File: src/rtl/core/pldw_pkg.sv
// ----------------------------------------------------------------------------
// pldw_pkg - shared types and constants of the product-to-LCD decimal writer
// Widths, digit constants, microcode word layout and datapath status.
// ----------------------------------------------------------------------------
package pldw_pkg;

  // Number of decimal digits shown; the product saturates to all nines.
  localparam int MAX_DIGITS = 6;

  localparam int FACTOR_W = 10;
  localparam int MASK_W   = 4;
  localparam int CHAR_W   = 8;
  localparam int NIB_W    = 4;
  localparam int DIGIT_W  = 4;

  localparam logic [CHAR_W-1:0] ASCII_ZERO = 8'h30;

  // Configuration register indexes.
  localparam int CFG_IDX_W = 1;
  localparam logic [CFG_IDX_W-1:0] REG_ENABLE_MASK = 1'd0;
  localparam logic [CFG_IDX_W-1:0] REG_SELECT_MASK = 1'd1;
  localparam logic [MASK_W-1:0] ENABLE_MASK_RST = 4'd8;
  localparam logic [MASK_W-1:0] SELECT_MASK_RST = 4'd4;

  function automatic longint unsigned pow10_c(input int n);
    longint unsigned p;
    p = 1;
    for (int i = 0; i < n; i++) begin
      p = p * 10;
    end
    return p;
  endfunction

  localparam int MUL_W   = 2 * FACTOR_W;
  localparam int LIMIT_W = $clog2(pow10_c(MAX_DIGITS));
  localparam int PROD_W  = (LIMIT_W > MUL_W) ? LIMIT_W : MUL_W;
  localparam logic [PROD_W-1:0] PROD_LIMIT = PROD_W'(pow10_c(MAX_DIGITS) - 1);
  localparam int DIG_IDX_W = (MAX_DIGITS > 1) ? $clog2(MAX_DIGITS) : 1;
  localparam logic [DIG_IDX_W-1:0] TOP_DIGIT = DIG_IDX_W'(MAX_DIGITS - 1);

  // Weight of a digit position, as a constant table.
  function automatic logic [PROD_W-1:0] pow10_at(input logic [DIG_IDX_W-1:0] k);
    longint unsigned p;
    p = 1;
    for (int i = 0; i < MAX_DIGITS - 1; i++) begin
      if (i < int'(k)) begin
        p = p * 10;
      end
    end
    return PROD_W'(p);
  endfunction

  // Microcode program counter.
  localparam int PC_W = 4;

  typedef enum logic [2:0] {
    OP_LOAD = 3'd0,
    OP_MUL  = 3'd1,
    OP_SAT  = 3'd2,
    OP_WORK = 3'd3,
    OP_EMIT = 3'd4
  } op_t;

  typedef enum logic [1:0] {
    PH_SETUP = 2'd0,
    PH_PULSE = 2'd1,
    PH_HOLD  = 2'd2
  } phase_t;

  typedef enum logic [1:0] {
    COND_NONE = 2'd0,
    COND_SKIP = 2'd1,
    COND_MORE = 2'd2
  } cond_t;

  typedef struct packed {
    op_t             op;
    logic            ext;      // one restoring step of digit extraction
    logic [1:0]      bitsel;   // weight shift of that step
    logic            take;     // commit extracted digit to the char register
    logic            skipck;   // drop a leading zero
    logic            nib_hi;
    phase_t          phase;
    cond_t           cond;
    logic [PC_W-1:0] tgt_t;
    logic [PC_W-1:0] tgt_f;
  } ucode_t;

  typedef struct packed {
    logic skip;   // current digit is a leading zero
    logic last;   // char register holds the final digit
  } dp_stat_t;

endpackage

File: src/rtl/core/pldw_useq.sv
// ----------------------------------------------------------------------------
// pldw_useq - microcode sequencer
// Step counter, control store and conditional branch logic.
// ----------------------------------------------------------------------------
module pldw_useq (
  input  logic               clk,
  input  logic               rst_n,
  input  logic               in_valid,
  input  logic               out_ready,
  input  pldw_pkg::dp_stat_t stat,
  output pldw_pkg::ucode_t   ctl,
  output logic               go
);

  logic [pldw_pkg::PC_W-1:0] pc_r;
  logic [pldw_pkg::PC_W-1:0] pc_nxt;
  logic                      taken;

  function automatic pldw_pkg::ucode_t rom_word(input logic [pldw_pkg::PC_W-1:0] a);
    pldw_pkg::ucode_t w;
    w.op     = pldw_pkg::OP_WORK;
    w.ext    = 1'b0;
    w.bitsel = 2'd0;
    w.take   = 1'b0;
    w.skipck = 1'b0;
    w.nib_hi = 1'b0;
    w.phase  = pldw_pkg::PH_SETUP;
    w.cond   = pldw_pkg::COND_NONE;
    w.tgt_t  = a + 1'b1;
    w.tgt_f  = a + 1'b1;
    case (a)
      4'd0: begin
        w.op = pldw_pkg::OP_LOAD;
      end
      4'd1: begin
        w.op = pldw_pkg::OP_MUL;
      end
      4'd2: begin
        w.op = pldw_pkg::OP_SAT;
      end
      4'd3, 4'd4, 4'd5, 4'd6: begin
        w.ext    = 1'b1;
        w.bitsel = 2'(4'd6 - a);
      end
      4'd7: begin
        w.take   = 1'b1;
        w.skipck = 1'b1;
        w.cond   = pldw_pkg::COND_SKIP;
        w.tgt_t  = 4'd3;
        w.tgt_f  = 4'd8;
      end
      4'd8, 4'd9, 4'd10, 4'd11, 4'd12, 4'd13: begin
        w.op = pldw_pkg::OP_EMIT;
        // overlap next digit's extraction with the first four writes
        w.ext    = (a < 4'd12);
        w.bitsel = 2'(4'd11 - a);
        w.nib_hi = (a < 4'd11);
        case (a)
          4'd8, 4'd11: w.phase = pldw_pkg::PH_SETUP;
          4'd9, 4'd12: w.phase = pldw_pkg::PH_PULSE;
          default:     w.phase = pldw_pkg::PH_HOLD;
        endcase
        if (a == 4'd13) begin
          w.take  = 1'b1;
          w.cond  = pldw_pkg::COND_MORE;
          w.tgt_t = 4'd8;
          w.tgt_f = 4'd0;
        end
      end
      default: begin
        w.tgt_t = 4'd0;
        w.tgt_f = 4'd0;
      end
    endcase
    return w;
  endfunction

  assign ctl = rom_word(pc_r);

  // Hold the step while waiting on either channel.
  assign go = !((ctl.op == pldw_pkg::OP_LOAD && !in_valid) ||
                (ctl.op == pldw_pkg::OP_EMIT && !out_ready));

  always_comb begin
    case (ctl.cond)
      pldw_pkg::COND_SKIP: taken = stat.skip;
      pldw_pkg::COND_MORE: taken = !stat.last;
      default:             taken = 1'b0;
    endcase
  end

  always_comb begin
    pc_nxt = pc_r;
    if (go) begin
      pc_nxt = taken ? ctl.tgt_t : ctl.tgt_f;
    end
  end

  always_ff @(posedge clk) begin
    if (!rst_n) begin
      pc_r <= '0;
    end else begin
      pc_r <= pc_nxt;
    end
  end

endmodule

File: src/rtl/core/pldw_dpath.sv
// ----------------------------------------------------------------------------
// pldw_dpath - datapath
// Factor registers, multiplier, restoring digit extraction, port value build.
// ----------------------------------------------------------------------------
module pldw_dpath (
  input  logic                                clk,
  input  logic                                rst_n,
  input  pldw_pkg::ucode_t                    ctl,
  input  logic                                go,
  input  logic [pldw_pkg::FACTOR_W-1:0]       factor_a,
  input  logic [pldw_pkg::FACTOR_W-1:0]       factor_b,
  input  logic [pldw_pkg::MASK_W-1:0]         enable_mask,
  input  logic [pldw_pkg::MASK_W-1:0]         select_mask,
  output pldw_pkg::dp_stat_t                  stat,
  output logic [pldw_pkg::CHAR_W-1:0]         port_value,
  output logic                                last_write
);

  localparam int PW = pldw_pkg::PROD_W;

  logic [pldw_pkg::FACTOR_W-1:0]  fa_r, fa_nxt, fb_r, fb_nxt;
  logic [PW-1:0]                  rem_r, rem_nxt;
  logic [pldw_pkg::DIGIT_W-1:0]   dig_r, dig_nxt, chr_r, chr_nxt;
  logic [pldw_pkg::DIG_IDX_W-1:0] k_r, k_nxt;
  logic                           started_r, started_nxt;
  logic                           lastd_r, lastd_nxt;

  logic [pldw_pkg::MUL_W-1:0]     mul_w;
  logic [PW:0]                    sub_w;
  logic [PW:0]                    diff_w;
  logic                           commit;
  logic [pldw_pkg::CHAR_W-1:0]    ascii_w;
  logic [pldw_pkg::NIB_W-1:0]     nib_w;
  logic [pldw_pkg::CHAR_W-1:0]    nib_byte, e_byte, rs_byte;

  assign mul_w  = pldw_pkg::MUL_W'(fa_r) * pldw_pkg::MUL_W'(fb_r);
  assign sub_w  = {1'b0, pldw_pkg::pow10_at(k_r)} << ctl.bitsel;
  assign diff_w = {1'b0, rem_r} - sub_w;

  assign stat.skip = (dig_r == '0) && (k_r != '0) && !started_r;
  assign stat.last = lastd_r;
  assign commit    = ctl.take && !stat.skip && !lastd_r;

  always_comb begin
    fa_nxt      = fa_r;
    fb_nxt      = fb_r;
    rem_nxt     = rem_r;
    dig_nxt     = dig_r;
    chr_nxt     = chr_r;
    k_nxt       = k_r;
    started_nxt = started_r;
    lastd_nxt   = lastd_r;
    if (go) begin
      case (ctl.op)
        pldw_pkg::OP_LOAD: begin
          fa_nxt = factor_a;
          fb_nxt = factor_b;
        end
        pldw_pkg::OP_MUL: begin
          rem_nxt     = PW'(mul_w);
          k_nxt       = pldw_pkg::TOP_DIGIT;
          started_nxt = 1'b0;
          lastd_nxt   = 1'b0;
        end
        pldw_pkg::OP_SAT: begin
          if (rem_r > pldw_pkg::PROD_LIMIT) begin
            rem_nxt = pldw_pkg::PROD_LIMIT;
          end
        end
        default: begin
        end
      endcase
      // restoring step: subtract the shifted weight if it fits
      if (ctl.ext && !lastd_r) begin
        dig_nxt = {dig_r[pldw_pkg::DIGIT_W-2:0], ~diff_w[PW]};
        if (!diff_w[PW]) begin
          rem_nxt = diff_w[PW-1:0];
        end
      end
      if (ctl.skipck && stat.skip) begin
        k_nxt = k_r - 1'b1;
      end
      if (commit) begin
        chr_nxt     = dig_r;
        started_nxt = 1'b1;
        lastd_nxt   = (k_r == '0);
        if (k_r != '0) begin
          k_nxt = k_r - 1'b1;
        end
      end
    end
  end

  always_ff @(posedge clk) begin
    fa_r  <= fa_nxt;
    fb_r  <= fb_nxt;
    rem_r <= rem_nxt;
    dig_r <= dig_nxt;
    chr_r <= chr_nxt;
  end

  always_ff @(posedge clk) begin
    if (!rst_n) begin
      k_r       <= '0;
      started_r <= 1'b0;
      lastd_r   <= 1'b0;
    end else begin
      k_r       <= k_nxt;
      started_r <= started_nxt;
      lastd_r   <= lastd_nxt;
    end
  end

  // HD44780 4-bit write: nibble in bits 7..4, strobe and select in the low bits.
  assign ascii_w  = pldw_pkg::ASCII_ZERO + pldw_pkg::CHAR_W'(chr_r);
  assign nib_w    = ctl.nib_hi ? ascii_w[7:4] : ascii_w[3:0];
  assign nib_byte = {nib_w, 4'b0000};
  assign e_byte   = pldw_pkg::CHAR_W'(enable_mask);
  assign rs_byte  = pldw_pkg::CHAR_W'(select_mask);

  always_comb begin
    case (ctl.phase)
      pldw_pkg::PH_PULSE: port_value = nib_byte | e_byte | rs_byte;
      pldw_pkg::PH_HOLD:  port_value = (nib_byte & ~e_byte) | rs_byte;
      default:            port_value = nib_byte | rs_byte;
    endcase
  end

  assign last_write = ctl.take && (ctl.op == pldw_pkg::OP_EMIT) && lastd_r;

endmodule

File: src/rtl/core/product_to_lcd_decimal_writer_core.sv
// ----------------------------------------------------------------------------
// product_to_lcd_decimal_writer_core - product to HD44780 decimal writer
// Multiplies two factors and streams the decimal product as LCD port writes.
// ----------------------------------------------------------------------------
// Usage:
//   Input channel (in_valid/in_ready) carries two 10-bit factors per item.
//   The block multiplies them, saturates the product to all nines, drops
//   leading zeros (a zero product shows one '0') and emits each ASCII digit,
//   most significant first, as six LCD port values: high nibble setup, strobe
//   high, strobe low, then the same for the low nibble. out_last_write flags
//   the final port value of the number.
//   After an item is taken the program multiplies, saturates and extracts
//   the first digit (again for each skipped leading zero) before the first
//   port value; then one port value per cycle while out_ready is high.
//   Digit extraction runs one restoring step per cycle while not stalled
//   (hidden behind the writes after the first digit); a new item is taken
//   only after the final port value of the previous one.
//   in_ready is high only in the idle step; one item is worked at a time.
//   A stall on out_ready holds the current step and its port value unchanged.
//   cfg_write_en/cfg_index/cfg_data write enable_mask (index 0) and
//   select_mask (index 1); write them only while idle.
//   Synchronous reset (rst_n low) returns the sequencer to idle and sets the
//   masks to 8 (enable) and 4 (select).
// ----------------------------------------------------------------------------
module product_to_lcd_decimal_writer_core (
  input  logic                                clk,
  input  logic                                rst_n,
  input  logic                                in_valid,
  output logic                                in_ready,
  input  logic [pldw_pkg::FACTOR_W-1:0]       in_factor_a,
  input  logic [pldw_pkg::FACTOR_W-1:0]       in_factor_b,
  output logic                                out_valid,
  input  logic                                out_ready,
  output logic [pldw_pkg::CHAR_W-1:0]         out_port_value,
  output logic                                out_last_write,
  input  logic                                cfg_write_en,
  input  logic [pldw_pkg::CFG_IDX_W-1:0]      cfg_index,
  input  logic [pldw_pkg::MASK_W-1:0]         cfg_data
);

  pldw_pkg::ucode_t   ctl;
  pldw_pkg::dp_stat_t stat;
  logic               go;

  logic [pldw_pkg::MASK_W-1:0] enable_mask_r, enable_mask_nxt;
  logic [pldw_pkg::MASK_W-1:0] select_mask_r, select_mask_nxt;

  // Configuration registers: write-only, taken the cycle the enable is high.
  always_comb begin
    enable_mask_nxt = enable_mask_r;
    select_mask_nxt = select_mask_r;
    if (cfg_write_en) begin
      case (cfg_index)
        pldw_pkg::REG_ENABLE_MASK: enable_mask_nxt = cfg_data;
        pldw_pkg::REG_SELECT_MASK: select_mask_nxt = cfg_data;
        default: begin
        end
      endcase
    end
  end

  always_ff @(posedge clk) begin
    if (!rst_n) begin
      enable_mask_r <= pldw_pkg::ENABLE_MASK_RST;
      select_mask_r <= pldw_pkg::SELECT_MASK_RST;
    end else begin
      enable_mask_r <= enable_mask_nxt;
      select_mask_r <= select_mask_nxt;
    end
  end

  // Step counter and control store.
  pldw_useq u_useq (
    .clk       (clk),
    .rst_n     (rst_n),
    .in_valid  (in_valid),
    .out_ready (out_ready),
    .stat      (stat),
    .ctl       (ctl),
    .go        (go)
  );

  // Arithmetic and port value formatting driven by the control word.
  pldw_dpath u_dpath (
    .clk         (clk),
    .rst_n       (rst_n),
    .ctl         (ctl),
    .go          (go),
    .factor_a    (in_factor_a),
    .factor_b    (in_factor_b),
    .enable_mask (enable_mask_r),
    .select_mask (select_mask_r),
    .stat        (stat),
    .port_value  (out_port_value),
    .last_write  (out_last_write)
  );

  // Channel handshakes come straight from the current microcode step.
  assign in_ready  = (ctl.op == pldw_pkg::OP_LOAD);
  assign out_valid = (ctl.op == pldw_pkg::OP_EMIT);

endmodule
File: config.mk
export PLATFORM = sky130hd
export DESIGN_NAME = product_to_lcd_decimal_writer_core
export DESIGN_NICKNAME = d
export VERILOG_FILES = /design/src/rtl/core/pldw_pkg.sv /design/src/rtl/core/pldw_useq.sv /design/src/rtl/core/pldw_dpath.sv /design/src/rtl/core/product_to_lcd_decimal_writer_core.sv
export SDC_FILE = /design/constraint.sdc
export NUM_CORES = 1
export LEC_CHECK = 0
export BUFFER_PORTS_ARGS = -buffer_cell sky130_fd_sc_hd__buf_2
export CORE_ASPECT_RATIO = 2
export CORE_MARGIN = 2
export CORE_UTILIZATION = 69
export CTS_CLUSTER_DIAMETER = 200
export CTS_CLUSTER_SIZE = 10
export DETAILED_ROUTE_END_ITERATION = 6
export PLACE_DENSITY = 0.9
export SYNTH_ARGS = -nofsm -noshare
export SYNTH_HDL_FRONTEND = slang
export SYNTH_SLANG_ARGS = --single-unit
File: constraint.sdc
create_clock -name clk -period 15.8 [get_ports clk]
set_clock_uncertainty 0.1 [all_clocks]
set_input_delay 0.79 -clock clk [delete_from_list [all_inputs] [get_ports clk]]
set_output_delay 0.79 -clock clk [all_outputs]
set_load 0.01 [all_outputs]
==> flow_summary.ini, run 1 <==
[drt]
post_drt_wl_per_cell_um = 17.5
post_drt_via_cell_ratio = 6.33
detail_route.drc_violations = 0
final_wirelength_um = 21600
drt-initial-drc-count = 464
first_pass_iters = 5
vias = 7787
detail-route-antenna-nets = 0

[clock_tree]
post_cts_resize_count = 0
cts_tree = done
path_clk_slew_ns = 0.06
post_cts_hold_buffer_count = 0
worst_skew_pair.late_latency_ns = 0.34
cts_root_buf = sky130_fd_sc_hd__clkbuf_16
cts_made_buffers = 9
cts_setup_buffers = 0
maximum_buffer_depth_of_the_clock_tree = 2
ctsHtreeMaxLevel = 3
clock_sinks = 65

[worst_setup_path]
timing.critical_path.slowest_cell_delay_ns = 0.93
reg2reg_depth = 32
wp_buf_inv = 2
crit_arrival_ns = 8.59
crit_fanout = 30
setup.worst_path.end_class = flip-flop
critical_path_sink = u_dpath.rem_r[4]
r2r-start = u_dpath.k_r[2]
worst-endpoint-required_ns = 15.79
crit_family = adder cells
critical_path_cell_count = 32
critical_path.startpoint = u_dpath.k_r[2]
critical_path.most_common_cell = sky130_fd_sc_hd__ha_1
path_class = reg2reg
start_kind = flip-flop
r2r_slack_ns = 7.20
critical_path.reg2reg.endpoint = u_dpath.rem_r[4]
cpMaxStageDelayCell = sky130_fd_sc_hd__dfxtp_1

[cells_and_area]
diodes = 0
final_nets = 1295
syn_to_final_growth_pct = 6.57
layout-drive-gt1-share_pct = 7.14

[synthesis]
syn_nets = 1276
synthFlopType = sky130_fd_sc_hd__edfxtp_1
ys_seq_elements = 65
syn_area_um2 = 9180
syn_area_per_cell_um2 = 8.70
post_synth_edffs = 48
syn_inst = 1055
proportion_of_synthesized_chip_area_in_sequential_cells_pct = 19.4
synth-async-reset-ratio_pct = 0
netlist-cell-type-count = 68
yosysWarnings = 0

[sta]
slew_viol_final = 0
setup_repair_after_global_routing_missed_its_margin = no
layout_min_cycle_time_ns = 8.60
worst-slew-pin-transition_ns = 1.06
timing_hold_violations_final = 0
worst_slew_margin_rel_pct = 29.4
setup-tns-final_ns = 0
achievable-frequency_mhz = 116
finalSetupViolCount = 0
fin_crit_sh_pct = 54.4

[worst_hold_path]
holdCritPathClass = reg2reg

[status]
status = completed

[global_routing]
grtUsageMet2_pct = 60.6
wire_length_of_the_first_global_routing_pass_um = 37000
grt_most_used_layer = met2
grt.met1_usage_pct = 31.3
global_route_usage_over_all_layers_pct = 31.9
globalRoute.totalOverflow = 0
grt_max_degree = 32
grt_pass1_vias = 8307
grtUsageMet3_pct = 4.39
antenna_violations_before_repair = 0

[floorplan]
core_area_um2 = 13000
die_height_um = 167
starting_density_of_the_core_pct = 70.6
die_area_um2 = 14300
die_x_um = 85.6
pin_count = 41
std_cell_rows = 59

[placement]
place_congestion = 0.936
place_hpwl_um = 17100
port_buffers = 40

[job]
maxCapViolations = 0
[worst reg2reg max path: cells and delay by family, from the launching register on]
kind / cells / cell delay, ns
buffers and inverters: 2 / 0.42
multiplexers: 4 / 0.96
AND/OR/NAND/NOR: 10 / 1.97
flip-flops: 1 / 0.93
AO/OA/AOI/OAI: 8 / 1.55
adder cells (fa/ha/maj): 6 / 2.11
XOR/XNOR: 2 / 0.29
[worst min path at each step]
| stage | from | to | slack, ns | depth (start not counted) |
|---|---|---|---|---|
| 3_3_place_gp | u_dpath.dig_r[3] | u_dpath.chr_r[3] | 0.34 | 0 |
| 5_1_grt | select_mask_r[1] | select_mask_r[1] | 0.39 | 2 |
| 2_1_floorplan | u_dpath.dig_r[3] | u_dpath.chr_r[3] | 0.32 | 0 |
| 4_1_cts | select_mask_r[0] | select_mask_r[0] | 0.36 | 2 |
| 6_report | select_mask_r[1] | select_mask_r[1] | 0.36 | 2 |
| 3_5_place_dp | select_mask_r[0] | select_mask_r[0] | 0.35 | 2 |
[registers in the layout (all words and copies together), names as in the netlist]
name and cells:
u_dpath.k_r 3, u_dpath.dig_r 4, u_dpath.rem_r 20, u_dpath.chr_r 4, u_dpath.lastd_r 1, u_useq.pc_r 4, enable_mask_r 4, u_dpath.started_r 1
select_mask_r 4, u_dpath.fa_r 10, u_dpath.fb_r 10
[synth_stat cells (all sizes together) (3+ instances only)]
cell type	n	area [µm²]
a211o	4	35.0
a211oi	11	82.6
a21boi	6	45.0
a21o	15	113
a21oi	61	305
a22oi	4	30.0
a31oi	9	56.3
and2	47	294
and3	6	37.5
buf	6	36.3
clkbuf	34	128
dfxtp	17	340
edfxtp	48	1440
fa	64	1280
ha	127	1590
inv	109	409
mux2	10	113
mux2i	41	410
nand2	122	458
nand2b	16	100
nand3	25	125
nand4	5	31.3
nor2	58	218
nor2b	18	113
nor3	20	100
nor4	3	18.8
o2111ai	3	26.3
o211ai	7	66.3
o21a	13	97.6
o21ai	43	215
o21bai	6	45.0
o22ai	4	25.0
o311ai	3	26.3
o31ai	9	67.6
or2	5	31.3
or3	3	18.8
xnor2	22	193
xor2	18	158
[cells in the final DEF (no fill, tap or decap), types with 4 or more instances in the layout]
master / netlist / routed
sky130_fd_sc_hd__a211o_1: 4 / 4
sky130_fd_sc_hd__a211oi_1: 11 / 11
sky130_fd_sc_hd__a21boi_0: 6 / 6
sky130_fd_sc_hd__a21o_1: 15 / 15
sky130_fd_sc_hd__a21oi_1: 61 / 61
sky130_fd_sc_hd__a22oi_1: 4 / 4
sky130_fd_sc_hd__a31oi_1: 9 / 9
sky130_fd_sc_hd__and2_1: 47 / 47
sky130_fd_sc_hd__and3_1: 6 / 6
sky130_fd_sc_hd__buf_2: 2 / 40
sky130_fd_sc_hd__buf_4: 3 / 8
sky130_fd_sc_hd__clkbuf_16: 0 / 10
sky130_fd_sc_hd__dfxtp_1: 17 / 17
sky130_fd_sc_hd__edfxtp_1: 48 / 48
sky130_fd_sc_hd__fa_1: 64 / 64
sky130_fd_sc_hd__ha_1: 127 / 127
sky130_fd_sc_hd__inv_1: 108 / 108
sky130_fd_sc_hd__mux2_1: 8 / 8
sky130_fd_sc_hd__mux2i_1: 41 / 40
sky130_fd_sc_hd__nand2_1: 122 / 122
sky130_fd_sc_hd__nand2b_1: 16 / 16
sky130_fd_sc_hd__nand3_1: 25 / 25
sky130_fd_sc_hd__nand4_1: 5 / 5
sky130_fd_sc_hd__nor2_1: 58 / 57
sky130_fd_sc_hd__nor2b_1: 18 / 18
sky130_fd_sc_hd__nor3_1: 20 / 20
sky130_fd_sc_hd__o211ai_1: 6 / 6
sky130_fd_sc_hd__o21a_1: 13 / 13
sky130_fd_sc_hd__o21ai_0: 40 / 39
sky130_fd_sc_hd__o21ai_1: 3 / 4
sky130_fd_sc_hd__o21bai_1: 6 / 6
sky130_fd_sc_hd__o22ai_1: 4 / 4
sky130_fd_sc_hd__o31ai_1: 9 / 9
sky130_fd_sc_hd__xnor2_1: 22 / 22
sky130_fd_sc_hd__xor2_1: 18 / 18
[routing by layer]
layer  part of all wire (%)  vias to the layer above
li1                       -                     3701
met1                     34                     3722
met2                     56                      255
met3                    3.6                      109
met4                    6.0                        0
met5                      0                        -
[kinds of logic after synthesis]
kind of cell,count (synthesis),share of synthesized area [%]
xor+xnor,40,3.82
fa+ha+maj,191,31.3
flops,65,19.4
simple gates,343,18.2
compound gates,216,15.3
mux,51,5.70
buf+inv,149,6.24
[final cells by class]
class / instances / area, µm²
timing repair buffer: 48 / 260
fill: 860 / 3210
clock inverter: 6 / 52.6
sequential: 65 / 1780
multi-input combinational: 841 / 6840
inverter: 109 / 409
clock buffer: 10 / 250
tap: 152 / 190
[through the flow]
stage | setup WS (ns) | instance area (µm²) | utilization, % | instances | hold WS (ns)
floorplan | 8.29 | 9180 | - | 1055 | 0.321
global placement | 7.59 | 9480 | 72.9 | 1215 | 0.337
detailed placement | 7.35 | 9480 | 72.9 | 1215 | 0.350
CTS | 7.29 | 9780 | 75.3 | 1231 | 0.358
global route | 6.44 | 9780 | 75.3 | 1231 | 0.387
finish | 7.20 | 9780 | 75.3 | 1231 | 0.362
Power of run 1 is not shown: default switching activity piles up to over one toggle a cycle in this logic, so the estimate is an artifact.
==> run 2: changes to the inputs <==
--- a/config.mk
+++ b/config.mk
@@ -5,14 +5,15 @@
 export SDC_FILE = /design/constraint.sdc
 export NUM_CORES = 1
 export LEC_CHECK = 0
+export ABC_AREA = 1
 export BUFFER_PORTS_ARGS = -buffer_cell sky130_fd_sc_hd__buf_2
 export CORE_ASPECT_RATIO = 2
 export CORE_MARGIN = 2
-export CORE_UTILIZATION = 69
+export CORE_UTILIZATION = 58
 export CTS_CLUSTER_DIAMETER = 200
 export CTS_CLUSTER_SIZE = 10
 export DETAILED_ROUTE_END_ITERATION = 6
-export PLACE_DENSITY = 0.9
+export PLACE_DENSITY = 0.81
 export SYNTH_ARGS = -nofsm -noshare
 export SYNTH_HDL_FRONTEND = slang
 export SYNTH_SLANG_ARGS = --single-unit
==> constraint.sdc (replaced) <==
create_clock -name clk -period 7.6 [get_ports clk]
set_clock_uncertainty 0.1 [all_clocks]
set_input_delay 0.38 -clock clk [delete_from_list [all_inputs] [get_ports clk]]
set_output_delay 0.38 -clock clk [all_outputs]
set_load 0.01 [all_outputs]
==> flow_summary.ini, run 2 <==
[cells_and_area]
flip_flop_count_of_the_largest_register_all_copies_and_words_added = 20
diodes = 0
biggestRegsByFlops = u_dpath.rem_r (20), u_dpath.fa_r (10), u_dpath.fb_r (10)
mostFrequentLayoutCell = sky130_fd_sc_hd__nand2_1
largest-register = u_dpath.rem_r
syn_to_final_growth_pct = 7.70
final_cell_area_um2 = 10300
layout.cells.most_common_list = sky130_fd_sc_hd__nand2_1, sky130_fd_sc_hd__inv_1, sky130_fd_sc_hd__ha_1
final_nets = 1560
layout-drive-gt1-share_pct = 9.15

[sta]
timing_hold_violations_final = 0
worst-slew-pin-transition_ns = 0.866
worst_slew_margin_rel_pct = 42.2
setup_repair_after_global_routing_missed_its_margin = yes
achievable-frequency_mhz = 144
finalSetupViolCount = 0
slew_viol_final = 0
hold_ws_ns = 0.0996
layout_min_cycle_time_ns = 6.93
fin_crit_sh_pct = 91.1

[status]
status = completed

[drt]
first_pass_iters = 5
final_wirelength_um = 25900
detail_route.drc_violations = 0
drt-initial-drc-count = 442
post_drt_wl_per_cell_um = 16.7
vias = 8931
post_drt_via_cell_ratio = 5.77
detail-route-antenna-nets = 0

[synthesis]
proportion_of_synthesized_chip_area_in_sequential_cells_pct = 18.6
post_synth_edffs = 48
synth-async-reset-ratio_pct = 0
syn_area_per_cell_um2 = 7.32
yosysWarnings = 0
synth.most_common_cell = sky130_fd_sc_hd__nand2_1
synth_top_area_share_pct = 16.6
synth.top_cells.by_area = sky130_fd_sc_hd__ha_1, sky130_fd_sc_hd__edfxtp_1, sky130_fd_sc_hd__fa_1, sky130_fd_sc_hd__nand2_1, sky130_fd_sc_hd__inv_1
netlist-cell-type-count = 51
synthFlopType = sky130_fd_sc_hd__edfxtp_1
ys_seq_elements = 65
synthTopCellsByCount = sky130_fd_sc_hd__nand2_1, sky130_fd_sc_hd__inv_1, sky130_fd_sc_hd__ha_1
syn_nets = 1531
syn_area_um2 = 9590
syn_inst = 1310
synthDominantAreaCellType = sky130_fd_sc_hd__ha_1

[placement]
place_hpwl_um = 20900
port_buffers = 40
placement.cell_area_um2 = 9920
place_congestion = 0.995

[floorplan]
die_height_um = 186
core_area_um2 = 16300
std_cell_rows = 66
pin_count = 41
starting_density_of_the_core_pct = 59.0
die_area_um2 = 17600
die_x_um = 94.9

[worst_setup_path]
critical_path.most_common_cell = sky130_fd_sc_hd__nand2_1
worst-endpoint-required_ns = 7.60
path_class = reg2reg
timing.critical_path.slowest_cell_delay_ns = 0.39
crit_arrival_ns = 6.93
setup.worst_path.end_class = flip-flop
start_kind = flip-flop
cpMaxStageDelayCell = sky130_fd_sc_hd__dfxtp_1
crit_fanout = 13

[clock_tree]
worst_skew_pair.late_latency_ns = 0.35
cts_root_buf = sky130_fd_sc_hd__clkbuf_16
clock_sinks = 65
maximum_buffer_depth_of_the_clock_tree = 2
cts_tree = done
ctsHtreeMaxLevel = 3
cts_made_buffers = 9
path_clk_slew_ns = 0.06

[global_routing]
grt_pass1_vias = 9259
global_route_usage_over_all_layers_pct = 30.7
globalRoute.totalOverflow = 0
grt_max_degree = 33
wire_length_of_the_first_global_routing_pass_um = 41800
antenna_violations_before_repair = 0

[worst_hold_path]
holdCritPathClass = in2reg

[job]
maxCapViolations = 0
-- run 2: cell count changes after synthesis, moves of 11 or more --
cell	delta
sky130_fd_sc_hd__o21a_1	-11
sky130_fd_sc_hd__a21oi_1	+20
sky130_fd_sc_hd__nand3_1	+55
sky130_fd_sc_hd__nor2b_1	-18
sky130_fd_sc_hd__inv_1	+114
sky130_fd_sc_hd__and2_1	-46
sky130_fd_sc_hd__o21ai_0	+22
sky130_fd_sc_hd__o21ai_2	+14
sky130_fd_sc_hd__xnor2_1	-13
sky130_fd_sc_hd__nand2_1	+204
sky130_fd_sc_hd__nor2_1	+20
sky130_fd_sc_hd__mux2i_1	-40
sky130_fd_sc_hd__nand2b_1	-16
-- run 2: cell families after synthesis --
| logic type | share of synthesized area (%) |
|---|---|
| buffers and inverters | 10.9 |
| adder cells (fa/ha/maj) | 29.9 |
| multiplexers | 0.104 |
| AND/OR/NAND/NOR | 24.1 |
| flip-flops | 18.6 |
| AO/OA/AOI/OAI | 13.5 |
| XOR/XNOR | 2.92 |
-- run 2: repair_timing --
action,in CTS,in global routing
buffers inserted,0,8
setup endpoints to repair,0,20
hold buffers,0,0
gates resized for setup,0,8
-- run 2: critical path: cells and delay by family (launching register included) --
family,cells,cell delay [ns]
flip-flops,1,0.39
AO/OA/AOI/OAI,5,0.65
adder cells (fa/ha/maj),6,1.94
AND/OR/NAND/NOR,24,2.80
buffers and inverters,6,0.81
-- run 2: metrics by stage --
step | std cells | utilization, % | setup TNS, ns | setup WS [ns]
5_1_grt | 1548 | 63.5 | -0.131 | -0.0251
3_5_place_dp | 1523 | 61.0 | 0 | 0.490
3_3_place_gp | 1523 | 61.0 | 0 | 0.757
4_1_cts | 1539 | 62.9 | 0 | 0.469
2_1_floorplan | 1310 | - | 0 | 1.59
6_report | 1548 | 63.5 | 0 | 0.675
-- run 2: cell type report --
cell class                      count  area, µm²
Fill cell                        1429       5940
Tap cell                          204        255
Inverter                          230        868
Clock inverter                      5       58.8
Clock buffer                       11        254
Multi-Input combinational cell    979       6810
Timing Repair Buffer               54        305
Sequential cell                    65       1780
-- run 2: path summary, 6_finish.rpt --
path | startpoint | to | slack (ns) | cells after the start
worst max-delay path | u_dpath.k_r[1] | u_dpath.rem_r[2] | 0.67 | 41
worst min-delay path | in_factor_a[9] | u_dpath.fa_r[9] | 0.1 | 1
worst max register to register | u_dpath.k_r[1] | u_dpath.rem_r[2] | 0.67 | 41
worst min register to register | enable_mask_r[0] | enable_mask_r[0] | 0.35 | 2
-- run 2: routing by layer --
layer	global-route usage, %	share of wire (%)	vias to the layer above
li1	-	-	4306
met1	26.1	31	4140
met2	58.4	54	313
met3	4.29	4.1	172
met4	27.7	11	0
met5	0	0	-
Power of run 2 is left out for the same reason.
